==> src/bcf_pkg.sv <==
// ----------------------------------------------------------------------------
// bcf_pkg
// Shared types and constants of the Bezier curve flattener.
// ----------------------------------------------------------------------------
package bcf_pkg;

    localparam int MAX_DEPTH_DEF  = 6;
    localparam int COORD_BITS_DEF = 24;
    localparam int TOL_BITS       = 28;
    localparam logic [TOL_BITS-1:0] TOL_RESET = 28'd64;

    localparam logic [1:0] MODE_MOVETO = 2'd0;
    localparam logic [1:0] MODE_LINETO = 2'd1;
    localparam logic [1:0] MODE_QUAD   = 2'd2;
    localparam logic [1:0] MODE_CUBIC  = 2'd3;

    typedef enum logic [1:0] {
        ST_IDLE,
        ST_EVAL,
        ST_DECIDE
    } t_state;

    typedef struct packed {
        logic load;
        logic eval;
        logic split;
        logic emit;
        logic pop;
    } t_cmd;

    typedef struct packed {
        logic curve;
        logic flat;
        logic stack_empty;
    } t_stat;

endpackage

==> src/bcf_ctrl.sv <==
// ----------------------------------------------------------------------------
// bcf_ctrl
// Sequencer that walks the subdivision of one curve piece by piece.
// ----------------------------------------------------------------------------
module bcf_ctrl (
    input  logic           i_clk,
    input  logic           i_rst_n,
    input  logic           i_accept,
    input  bcf_pkg::t_stat i_stat,
    output bcf_pkg::t_cmd  o_cmd,
    output logic           o_busy
);
    import bcf_pkg::*;

    t_state r_state, n_state;

    always_ff @(posedge i_clk) begin
        if (!i_rst_n) begin
            r_state <= ST_IDLE;
        end else begin
            r_state <= n_state;
        end
    end

    always_comb begin
        n_state = r_state;
        case (r_state)
            ST_IDLE: begin
                if (i_accept && i_stat.curve) n_state = ST_EVAL;
            end
            ST_EVAL:   n_state = ST_DECIDE;
            ST_DECIDE: begin
                if (i_stat.flat && i_stat.stack_empty) n_state = ST_IDLE;
                else n_state = ST_EVAL;
            end
            default:   n_state = ST_IDLE;
        endcase
    end

    always_comb begin
        o_cmd  = '0;
        o_busy = 1'b1;
        case (r_state)
            ST_IDLE: begin
                o_busy     = 1'b0;
                o_cmd.load = i_accept;
            end
            ST_EVAL:   o_cmd.eval = 1'b1;
            ST_DECIDE: begin
                o_cmd.emit  = i_stat.flat;
                o_cmd.pop   = i_stat.flat && !i_stat.stack_empty;
                o_cmd.split = !i_stat.flat;
            end
            default:   o_busy = 1'b1;
        endcase
    end

endmodule

==> src/bcf_datapath.sv <==
// ----------------------------------------------------------------------------
// bcf_datapath
// Current piece, subdivision stack, error estimate and vertex output register.
// ----------------------------------------------------------------------------
module bcf_datapath #(
    parameter int MAX_DEPTH  = bcf_pkg::MAX_DEPTH_DEF,
    parameter int COORD_BITS = bcf_pkg::COORD_BITS_DEF
) (
    input  logic                         i_clk,
    input  logic                         i_rst_n,
    input  bcf_pkg::t_cmd                i_cmd,
    output bcf_pkg::t_stat               o_stat,
    input  logic                         i_cfg_we,
    input  logic [bcf_pkg::TOL_BITS-1:0] i_cfg_data,
    input  logic [1:0]                   i_mode,
    input  logic signed [COORD_BITS-1:0] i_start_x,
    input  logic signed [COORD_BITS-1:0] i_start_y,
    input  logic signed [COORD_BITS-1:0] i_ctrl1_x,
    input  logic signed [COORD_BITS-1:0] i_ctrl1_y,
    input  logic signed [COORD_BITS-1:0] i_ctrl2_x,
    input  logic signed [COORD_BITS-1:0] i_ctrl2_y,
    input  logic signed [COORD_BITS-1:0] i_end_x,
    input  logic signed [COORD_BITS-1:0] i_end_y,
    output logic                         o_strobe,
    output logic signed [COORD_BITS-1:0] o_point_x,
    output logic signed [COORD_BITS-1:0] o_point_y,
    output logic                         o_starts_polyline,
    output logic                         o_last_point
);
    import bcf_pkg::*;

    localparam int W   = COORD_BITS;
    localparam int DW  = $clog2(MAX_DEPTH + 1);
    localparam int SAW = (MAX_DEPTH > 1) ? $clog2(MAX_DEPTH) : 1;
    localparam int EW0 = W + 4;
    localparam int EW  = (EW0 > TOL_BITS) ? EW0 : TOL_BITS;

    function automatic logic signed [W-1:0] mid(input logic signed [W-1:0] a,
                                                input logic signed [W-1:0] b);
        logic signed [W:0] s;
        s = {a[W-1], a} + {b[W-1], b};
        return s[W:1];
    endfunction

    function automatic logic [W+1:0] sdiff(input logic signed [W-1:0] a,
                                           input logic signed [W-1:0] b,
                                           input logic signed [W-1:0] c);
        logic signed [W+1:0] d;
        d = {{2{a[W-1]}}, a} + {{2{c[W-1]}}, c} - {b[W-1], b, 1'b0};
        return d[W+1] ? (W+2)'(-d) : d;
    endfunction

    logic [TOL_BITS-1:0] r_tol;
    logic signed [W-1:0] r_px [4];
    logic signed [W-1:0] r_py [4];
    logic                r_quad;
    logic [DW-1:0]       r_depth;
    logic [DW-1:0]       r_sp;
    logic signed [W-1:0] r_sx [MAX_DEPTH][4];
    logic signed [W-1:0] r_sy [MAX_DEPTH][4];
    logic [DW-1:0]       r_sd [MAX_DEPTH];
    logic [EW0-1:0]      r_err;
    logic                r_strobe;
    logic signed [W-1:0] r_point_x;
    logic signed [W-1:0] r_point_y;
    logic                r_starts_polyline;
    logic                r_last_point;

    logic [EW0-1:0]      err;
    logic signed [W-1:0] lx [4], ly [4], rx [4], ry [4];
    logic [DW-1:0]       sp_dec;
    logic                curve;

    always_comb begin
        if (r_quad) begin
            err = EW0'(sdiff(r_px[0], r_px[1], r_px[2])) +
                  EW0'(sdiff(r_py[0], r_py[1], r_py[2]));
        end else begin
            err = EW0'(sdiff(r_px[0], r_px[1], r_px[2])) +
                  EW0'(sdiff(r_py[0], r_py[1], r_py[2])) +
                  EW0'(sdiff(r_px[1], r_px[2], r_px[3])) +
                  EW0'(sdiff(r_py[1], r_py[2], r_py[3]));
        end
    end

    // Split the current piece at its parameter midpoint.
    always_comb begin
        logic signed [W-1:0] m0x, m1x, m2x, n0x, n1x, cx;
        logic signed [W-1:0] m0y, m1y, m2y, n0y, n1y, cy;
        m0x = mid(r_px[0], r_px[1]);  m0y = mid(r_py[0], r_py[1]);
        m1x = mid(r_px[1], r_px[2]);  m1y = mid(r_py[1], r_py[2]);
        m2x = mid(r_px[2], r_px[3]);  m2y = mid(r_py[2], r_py[3]);
        n0x = mid(m0x, m1x);          n0y = mid(m0y, m1y);
        n1x = mid(m1x, m2x);          n1y = mid(m1y, m2y);
        cx  = mid(n0x, n1x);          cy  = mid(n0y, n1y);
        if (r_quad) begin
            lx = '{r_px[0], m0x, n0x, n0x};  ly = '{r_py[0], m0y, n0y, n0y};
            rx = '{n0x, m1x, r_px[2], r_px[2]};
            ry = '{n0y, m1y, r_py[2], r_py[2]};
        end else begin
            lx = '{r_px[0], m0x, n0x, cx};   ly = '{r_py[0], m0y, n0y, cy};
            rx = '{cx, n1x, m2x, r_px[3]};   ry = '{cy, n1y, m2y, r_py[3]};
        end
    end

    assign sp_dec = r_sp - DW'(1);
    assign curve  = (i_mode == MODE_QUAD) || (i_mode == MODE_CUBIC);

    assign o_stat.curve       = curve;
    assign o_stat.flat        = (r_depth >= DW'(MAX_DEPTH)) ||
                                (EW'(r_err) < EW'(r_tol));
    assign o_stat.stack_empty = (r_sp == '0);

    always_ff @(posedge i_clk) begin
        if (!i_rst_n) begin
            r_tol    <= TOL_RESET;
            r_strobe <= 1'b0;
            r_sp     <= '0;
        end else begin
            if (i_cfg_we) r_tol <= i_cfg_data;
            r_strobe <= i_cmd.emit || (i_cmd.load && !curve);
            if (i_cmd.load) begin
                r_sp    <= '0;
                r_depth <= '0;
                r_quad  <= (i_mode == MODE_QUAD);
                r_px    <= '{i_start_x, i_ctrl1_x, i_ctrl2_x, i_end_x};
                r_py    <= '{i_start_y, i_ctrl1_y, i_ctrl2_y, i_end_y};
                if (i_mode == MODE_MOVETO) begin
                    r_point_x         <= i_start_x;
                    r_point_y         <= i_start_y;
                    r_starts_polyline <= 1'b1;
                    r_last_point      <= 1'b1;
                end else if (i_mode == MODE_LINETO) begin
                    r_point_x         <= i_ctrl1_x;
                    r_point_y         <= i_ctrl1_y;
                    r_starts_polyline <= 1'b0;
                    r_last_point      <= 1'b1;
                end
            end
            if (i_cmd.eval) r_err <= err;
            if (i_cmd.emit) begin
                r_point_x         <= r_quad ? r_px[2] : r_px[3];
                r_point_y         <= r_quad ? r_py[2] : r_py[3];
                r_starts_polyline <= 1'b0;
                r_last_point      <= (r_sp == '0);
            end
            if (i_cmd.pop) begin
                r_px    <= r_sx[sp_dec[SAW-1:0]];
                r_py    <= r_sy[sp_dec[SAW-1:0]];
                r_depth <= r_sd[sp_dec[SAW-1:0]];
                r_sp    <= sp_dec;
            end
            if (i_cmd.split) begin
                r_sx[r_sp[SAW-1:0]] <= rx;
                r_sy[r_sp[SAW-1:0]] <= ry;
                r_sd[r_sp[SAW-1:0]] <= r_depth + DW'(1);
                r_sp    <= r_sp + DW'(1);
                r_px    <= lx;
                r_py    <= ly;
                r_depth <= r_depth + DW'(1);
            end
        end
    end

    assign o_strobe          = r_strobe;
    assign o_point_x         = r_point_x;
    assign o_point_y         = r_point_y;
    assign o_starts_polyline = r_starts_polyline;
    assign o_last_point      = r_last_point;

endmodule

==> src/bezier_curve_flattener_core.sv <==
// ----------------------------------------------------------------------------
// bezier_curve_flattener_core
// Flattens moveto, lineto, quadratic and cubic path segments into vertices.
// ----------------------------------------------------------------------------
// A request is accepted when start is high and busy is low. A moveto or lineto
// gives its one vertex on o_strobe in the next cycle and leaves the block idle.
// A curve is subdivided depth first at midpoints, at most to depth MAX_DEPTH
// (six by default); every piece goes through an error estimate, then a
// decision. All pieces share the subdivision stack and its single
// evaluate-and-split step. Vertices appear on o_strobe for exactly one cycle
// each and cannot be stalled, so the receiver must take them as they come.
// The tolerance register can be written whenever o_cfg_ready is high, which
// it always is; it should only change while the block is idle.
module bezier_curve_flattener_core #(
    parameter int MAX_DEPTH  = bcf_pkg::MAX_DEPTH_DEF,
    parameter int COORD_BITS = bcf_pkg::COORD_BITS_DEF
) (
    input  logic                         i_clk,
    input  logic                         i_rst_n,
    input  logic                         start,
    output logic                         busy,
    input  logic [1:0]                   i_mode,
    input  logic signed [COORD_BITS-1:0] i_start_x,
    input  logic signed [COORD_BITS-1:0] i_start_y,
    input  logic signed [COORD_BITS-1:0] i_ctrl1_x,
    input  logic signed [COORD_BITS-1:0] i_ctrl1_y,
    input  logic signed [COORD_BITS-1:0] i_ctrl2_x,
    input  logic signed [COORD_BITS-1:0] i_ctrl2_y,
    input  logic signed [COORD_BITS-1:0] i_end_x,
    input  logic signed [COORD_BITS-1:0] i_end_y,
    output logic                         o_strobe,
    output logic signed [COORD_BITS-1:0] o_point_x,
    output logic signed [COORD_BITS-1:0] o_point_y,
    output logic                         o_starts_polyline,
    output logic                         o_last_point,
    input  logic                         i_cfg_valid,
    output logic                         o_cfg_ready,
    input  logic [bcf_pkg::TOL_BITS-1:0] i_cfg_data
);
    import bcf_pkg::*;

    t_cmd  cmd;
    t_stat stat;
    logic  accept;

    // The tolerance register takes a write in any cycle.
    assign o_cfg_ready = 1'b1;
    assign accept      = start && !busy;

    bcf_ctrl u_ctrl (
        .i_clk   (i_clk),
        .i_rst_n (i_rst_n),
        .i_accept(accept),
        .i_stat  (stat),
        .o_cmd   (cmd),
        .o_busy  (busy)
    );

    bcf_datapath #(
        .MAX_DEPTH (MAX_DEPTH),
        .COORD_BITS(COORD_BITS)
    ) u_datapath (
        .i_clk            (i_clk),
        .i_rst_n          (i_rst_n),
        .i_cmd            (cmd),
        .o_stat           (stat),
        .i_cfg_we         (i_cfg_valid),
        .i_cfg_data       (i_cfg_data),
        .i_mode           (i_mode),
        .i_start_x        (i_start_x),
        .i_start_y        (i_start_y),
        .i_ctrl1_x        (i_ctrl1_x),
        .i_ctrl1_y        (i_ctrl1_y),
        .i_ctrl2_x        (i_ctrl2_x),
        .i_ctrl2_y        (i_ctrl2_y),
        .i_end_x          (i_end_x),
        .i_end_y          (i_end_y),
        .o_strobe         (o_strobe),
        .o_point_x        (o_point_x),
        .o_point_y        (o_point_y),
        .o_starts_polyline(o_starts_polyline),
        .o_last_point     (o_last_point)
    );

endmodule

==> config.mk <==
export PLATFORM = sky130hd
export DESIGN_NAME = bezier_curve_flattener_core
export DESIGN_NICKNAME = d
export VERILOG_FILES = /design/src/bcf_pkg.sv /design/src/bcf_ctrl.sv /design/src/bcf_datapath.sv /design/src/bezier_curve_flattener_core.sv
export SDC_FILE = /design/constraint.sdc
export NUM_CORES = 2
export LEC_CHECK = 0
export BUFFER_PORTS_ARGS = -buffer_cell sky130_fd_sc_hd__buf_2
export CORE_UTILIZATION = 60
export CTS_CLUSTER_DIAMETER = 60
export DETAILED_ROUTE_END_ITERATION = 10
export GPL_TIMING_DRIVEN = 0
export PLACE_DENSITY = 0.89
export SYNTH_ARGS = -nofsm -noshare
export SYNTH_HDL_FRONTEND = slang
export SYNTH_SLANG_ARGS = --single-unit
export TNS_END_PERCENT = 5
==> constraint.sdc <==
create_clock -name i_clk -period 76.9 [get_ports i_clk]
set_input_delay 15.38 -clock i_clk [delete_from_list [all_inputs] [get_ports i_clk]]
set_output_delay 15.38 -clock i_clk [all_outputs]
set_load 0.005 [all_outputs]
### Word level (Yosys, flattened, before mapping)

Memories as Yosys holds them, arrays and structs flattened.
Index checks and enable logic that the tools add are counted.

* output and inout bits: 53
* flip-flop bits (word level): 308
* RAM bits: 1170
* word-level logic and storage cells: 131
* memories kept: 3

* reductions and logical operators: 23
* bitwise operators: 1
* multiplexer cells: 47
* add/subtract/negate cells: 30
* eq/ne operators: 6
* magnitude comparators: 2

Memory list
* u_datapath.r_sx: words 6, width 96, rd ports 1, clocked after memory_dff 0, wr ports 1, RTL line bcf_datapath.sv:59 `logic signed [W-1:0] r_sx [MAX_DEPTH][4];`
* u_datapath.r_sy: words 6, width 96, rd ports 1, clocked after memory_dff 0, wr ports 1, RTL line bcf_datapath.sv:60 `logic signed [W-1:0] r_sy [MAX_DEPTH][4];`
* u_datapath.r_sd: words 6, width 3, rd ports 1, clocked after memory_dff 0, wr ports 1, RTL line bcf_datapath.sv:61 `logic [DW-1:0] r_sd [MAX_DEPTH];`

Operators with widths (count)
* 96-bit two-way mux: 8
* 24-bit by 24-bit adder with 25-bit output: 16
* 24-bit two-way mux: 12
* 26-bit two-way mux: 4
* 26-bit negator: 4
* 25-bit by 25-bit subtractor with 26-bit output: 4
* 28-bit by 26-bit adder with 28-bit output: 2
* 28-bit < comparator: 1
* 28-bit two-way mux: 1
* 26-bit by 26-bit adder with 27-bit output: 1
* 3-bit two-way mux: 6
* 1-bit two-way mux: 14
* 3-bit by 1-bit adder with 3-bit output, second input constant: 2
* 2-bit == test, second input constant: 3
* 2-bit one-hot mux with 3 select lines: 1
* 2-bit AND reduction: 3
* 3-bit AND reduction: 2
* 3-bit nonzero test: 2
* 1-bit logical AND: 5
* 2-bit by 1-bit == test with 1-bit output, second input constant: 2
* 2-bit zero test: 2
* 2-bit nonzero test: 2
* 3-bit >= comparator, second input constant: 1
* 1-bit zero test: 3
* other kinds (6): 8

### Logic depth before layout (Yosys ltp)

* word-level depth: 8
* mapped depth: 42
* gate-level depth less buffers: 41

### By module

Synthesis repeated with hierarchy kept, for this count alone.

* cells, all modules: 7056
* area, all modules: 86036.3 um^2

Modules (own cells, without submodules)
* bcf_datapath: seq. area each 44002.2 um^2, cells an instance 7039, area each 85891.1 um^2, times used 1
* bcf_ctrl: seq. area each 40.0 um^2, cells an instance 14, area each 120.1 um^2, times used 1
* bezier_curve_flattener_core: seq. area each 0.0 um^2, cells an instance 3, area each 25.0 um^2, times used 1

### Worst setup path after synthesis

Ideal clock, no wire load.

* kind: input -> register
* start point: input i_rst_n
* end point: memory u_datapath.r_sd[4][0] (netlist name), enable pin
* required time: 75.606 ns
* cell stages on the path: 1
* library setup time: 1.294 ns
* slack: 40.719 ns
* arrival: 34.887 ns
* cell sequence: nor4b_1

* longest elaborated chain between the ends: 2

RTL lines
* start: declaration: RTL line bezier_curve_flattener_core.sv:19 `input logic i_rst_n,`
* 1-bit two-way mux: RTL line bcf_datapath.sv:115 `if (!i_rst_n) begin`
* 1-bit two-way mux (not written as such): RTL line bcf_datapath.sv:156 `r_sd[r_sp[SAW-1:0]] <= r_depth + DW'(1);`
* end: declaration: RTL line bcf_datapath.sv:61

No other way between the ends.

### Worst setup path in the final report

* start point: input i_rst_n
* end point: memory u_datapath.r_sx[1][86] (netlist name), enable pin

* longest elaborated chain between the ends: 2

RTL lines
* 1-bit two-way mux: RTL line bcf_datapath.sv:115
* 1-bit two-way mux (not written as such): RTL line bcf_datapath.sv:154 `r_sx[r_sp[SAW-1:0]] <= rx;`
* end: declaration: RTL line bcf_datapath.sv:59

No other way between the ends.

==> run metrics <==
status finished, violations left; failing checks max-capacitance violations, max-slew violations; fraction of layout cells with a size suffix above 1 12.8%; max_cap viols 11; worst-path maximum fanout 10; Worst-Skew Late Latency 850 ps; H-tree levels 4; post-route minimum period 17930 ps; worst hold stages 1; drt wl/cell 31.6 um; RSZ-0062 raised after global routing no; post-CTS sizing 0; hold_buf cts 0; # setup viols final 0; vias per cell 6.83; Worst Hold Slack 480 ps; Seq/Total Area, Yosys 51.3%; crit path cell chain buf_2 > clkbuf_1 > nand3_1 > nor3_2 > buf_6 > buf_6 > buf_6 > buf_6 > buf_6 > buf_6 > buf_6; mean post-synth cell area 11.9 sq um; core area 142000 sq um; clock tree buffer depth 3; static leakage 0.0361 uW; FF-to-FF setup slack 65400 ps; 1st-iter DRT viols 11000; commonest non-fill, non-tap cell in the layout edfxtp_1; Critical Path RT 77410 ps; WHS Endpoint u_ctrl.r_state[1]; hpwl dp 232000 um; first-pass GRT wire length 435000 um; Mapped Area 85800 sq um; share of the synthesized area in the top cell type 50.5%; critical path's largest stage delay 630 ps; Startpoint Class input port; Worst-path clk slew 60 ps; final net count 8551; vias in the first global route 63600; clock sinks 1478; GR Util met2 59.2%; final wirelength 309000 um; hold path startpoint u_ctrl.r_state[1]; met1 Resource Use GR 56.2%; row count 138; Max Clk Rate 55.8 MHz; Crit-path slowest cell nor3_2; r2r worst-path depth 39; setup bufs post-CTS 0; Yosys Warn Count 0; initial core utilization 60.5%; syn nets 8012; Synth cell types 95; filler cell count 9775; Max-slew headroom -15.8%; FF-to-FF End u_datapath.r_err[25]; Crit. End Element flip-flop; CP Class in2reg; vias 66600; CTS tree built; most frequent cells in the layout edfxtp_1 (1444), a21oi_1 (606), nor2_1 (581); cell taking the most area after synthesis edfxtp_1; RePlAce Congestion 1.05; die height 380 um; Die Width 380 um; Post-synth top flop edfxtp_1; cell mode on critical path buf_6; # IOs 279; DRT Pass-1 Iters 7; antenna violations before repair 18; Worst VDD drop 0.0000880 V; max-slew violations 92; setup TNS 0 ps; Final period util 23.3%; critical path arrival 18430 ps; met3 usage 14.0%; #FFs+latches synth 1478; drc violations 0; worst reg2reg path startpoint u_datapath.r_py[27]; largest net degree at the start of global routing 55; Clock Skews 65.0 ps; Remaining Overflow, GRT 0; Area growth, synth to finish 12.7%; HP Class reg2reg; Hold Violations, Final 0; largest cells by area after synthesis edfxtp_1 (51%), ha_1 (6.8%), mux4_2 (5.1%); I/O Buffers 276; gr usage total 41.9%; Slew @ Worst Pin 1720 ps; Num CTS Buffers 160; busiest grt layer met2; Post-synth EDFFs 1444; Final ANT Viol Nets 0; CTS root buffer clkbuf_16; Post-synth ARST share 0%; Cells after Synth 7182; P per Cell Area 45.6 nW/um^2; die area 145000 sq um
[report_power, final]
part           leakage [uW]  internal, uW  switching [uW]
clock               0.00266           462             354
combinational        0.0201           950            1550
sequential           0.0134          1080            12.9
total                0.0361          2490            1920
[sequential cells by signal, indices dropped and copies added, names as in the netlist]
signal	count
u_datapath.r_err	28
u_datapath.o_starts_polyline	1
u_datapath.r_sp	3
u_datapath.r_py	96
u_datapath.o_point_y	24
u_datapath.r_tol	28
u_datapath.r_quad	1
u_datapath.r_px	96
u_datapath.r_sy	576
u_datapath.o_last_point	1
u_datapath.r_depth	3
u_datapath.o_point_x	24
u_datapath.r_sx	576
u_ctrl.r_state	2
u_datapath.r_sd	18
u_datapath.o_strobe	1
[final cells by class]
type	count	area, sq um	area share, %
flip-flops and latches	1478	44000	45.6
diodes	17	42.5	0.0440
repair buffers	377	2810	2.90
multi-input cells	4898	38800	40.1
plain buffers	270	1060	1.09
well taps	1890	2360	2.45
clock inverters	99	1460	1.51
clock buffers	192	4120	4.27
inverters	536	2010	2.08
[how the worst max path moves through the flow]
stage | endpoint | slack [ps] | depth (start not counted) | start
final | u_datapath.r_sx[1][86] | 58970 | 11 | i_rst_n
after global routing | u_datapath.r_sx[1][86] | 59000 | 11 | i_rst_n
after CTS | u_datapath.r_sx[1][86] | 59140 | 11 | i_rst_n
after detailed placement | u_datapath.r_sx[1][43] | 58330 | 11 | i_rst_n
after global placement | u_datapath.r_sy[4][32] | 22480 | 2 | i_rst_n
after floorplan | u_datapath.r_sd[4][0] | 40720 | 1 | i_rst_n
[routing by layer]
| metal | vias to the layer above | routed length [um] |
|---|---|---|
| met3 | 1048 | 48300 |
| met1 | 32200 | 110000 |
| li1 | 27700 | - |
| met5 | - | 63 |
| met2 | 5650 | 128000 |
| met4 | 12 | 21900 |
[worst max-delay path, delay by kind of cell]
kind,cells,cell delay (ps)
buffers and inverters,9,2110
and+or+nand+nor,2,890
[cell families (layout without fill, tap and decap cells)]
logic type,Yosys count,after routing,synth area share [%]
AO/OA/AOI/OAI,1836,1836,13.5
XOR/XNOR,475,475,4.85
adder cells (fa/ha/maj),604,604,10.0
buffers and inverters,806,1474,3.54
flip-flops,1478,1478,51.3
multiplexers,528,528,9.09
other,1,18,0.00437
AND/OR/NAND/NOR,1454,1454,7.64
[cells in the mapped netlist, drive strengths merged, types with 17 or more instances]
| master | n |
|---|---|
| nor2 | 586 |
| nor3 | 72 |
| ha | 468 |
| a31o | 17 |
| fa | 136 |
| a31oi | 35 |
| o21ai | 398 |
| mux4 | 195 |
| inv | 536 |
| clkbuf | 221 |
| xor2 | 173 |
| xnor2 | 302 |
| nor2b | 77 |
| nand2 | 423 |
| or3 | 18 |
| a211oi | 227 |
| a21o | 207 |
| nand3 | 56 |
| and3 | 32 |
| mux2i | 272 |
| nand2b | 74 |
| and2 | 33 |
| o21a | 62 |
| edfxtp | 1444 |
| o31ai | 35 |
| a21bo | 36 |
| nand4 | 26 |
| a21oi | 607 |
| mux2 | 61 |
| dfxtp | 34 |
| o21bai | 47 |
| buf | 49 |
[through the flow]
| step | util [%] | cell area, sq um | instances | power (uW) | worst slack (ps) |
|---|---|---|---|---|---|
| after global placement | 63.2 | 89500 | 9348 | 3430 | 22480 |
| final | 68.2 | 96700 | 9757 | 4400 | 58970 |
| after detailed placement | 64.2 | 91000 | 9447 | 3490 | 58330 |
| after floorplan | - | 85800 | 7182 | 2870 | 40720 |
| after global routing | 68.2 | 96700 | 9747 | 4620 | 59000 |
| after CTS | 68.2 | 96600 | 9738 | 4300 | 59140 |
No activity file was read; power rests on OpenSTA's default activity.
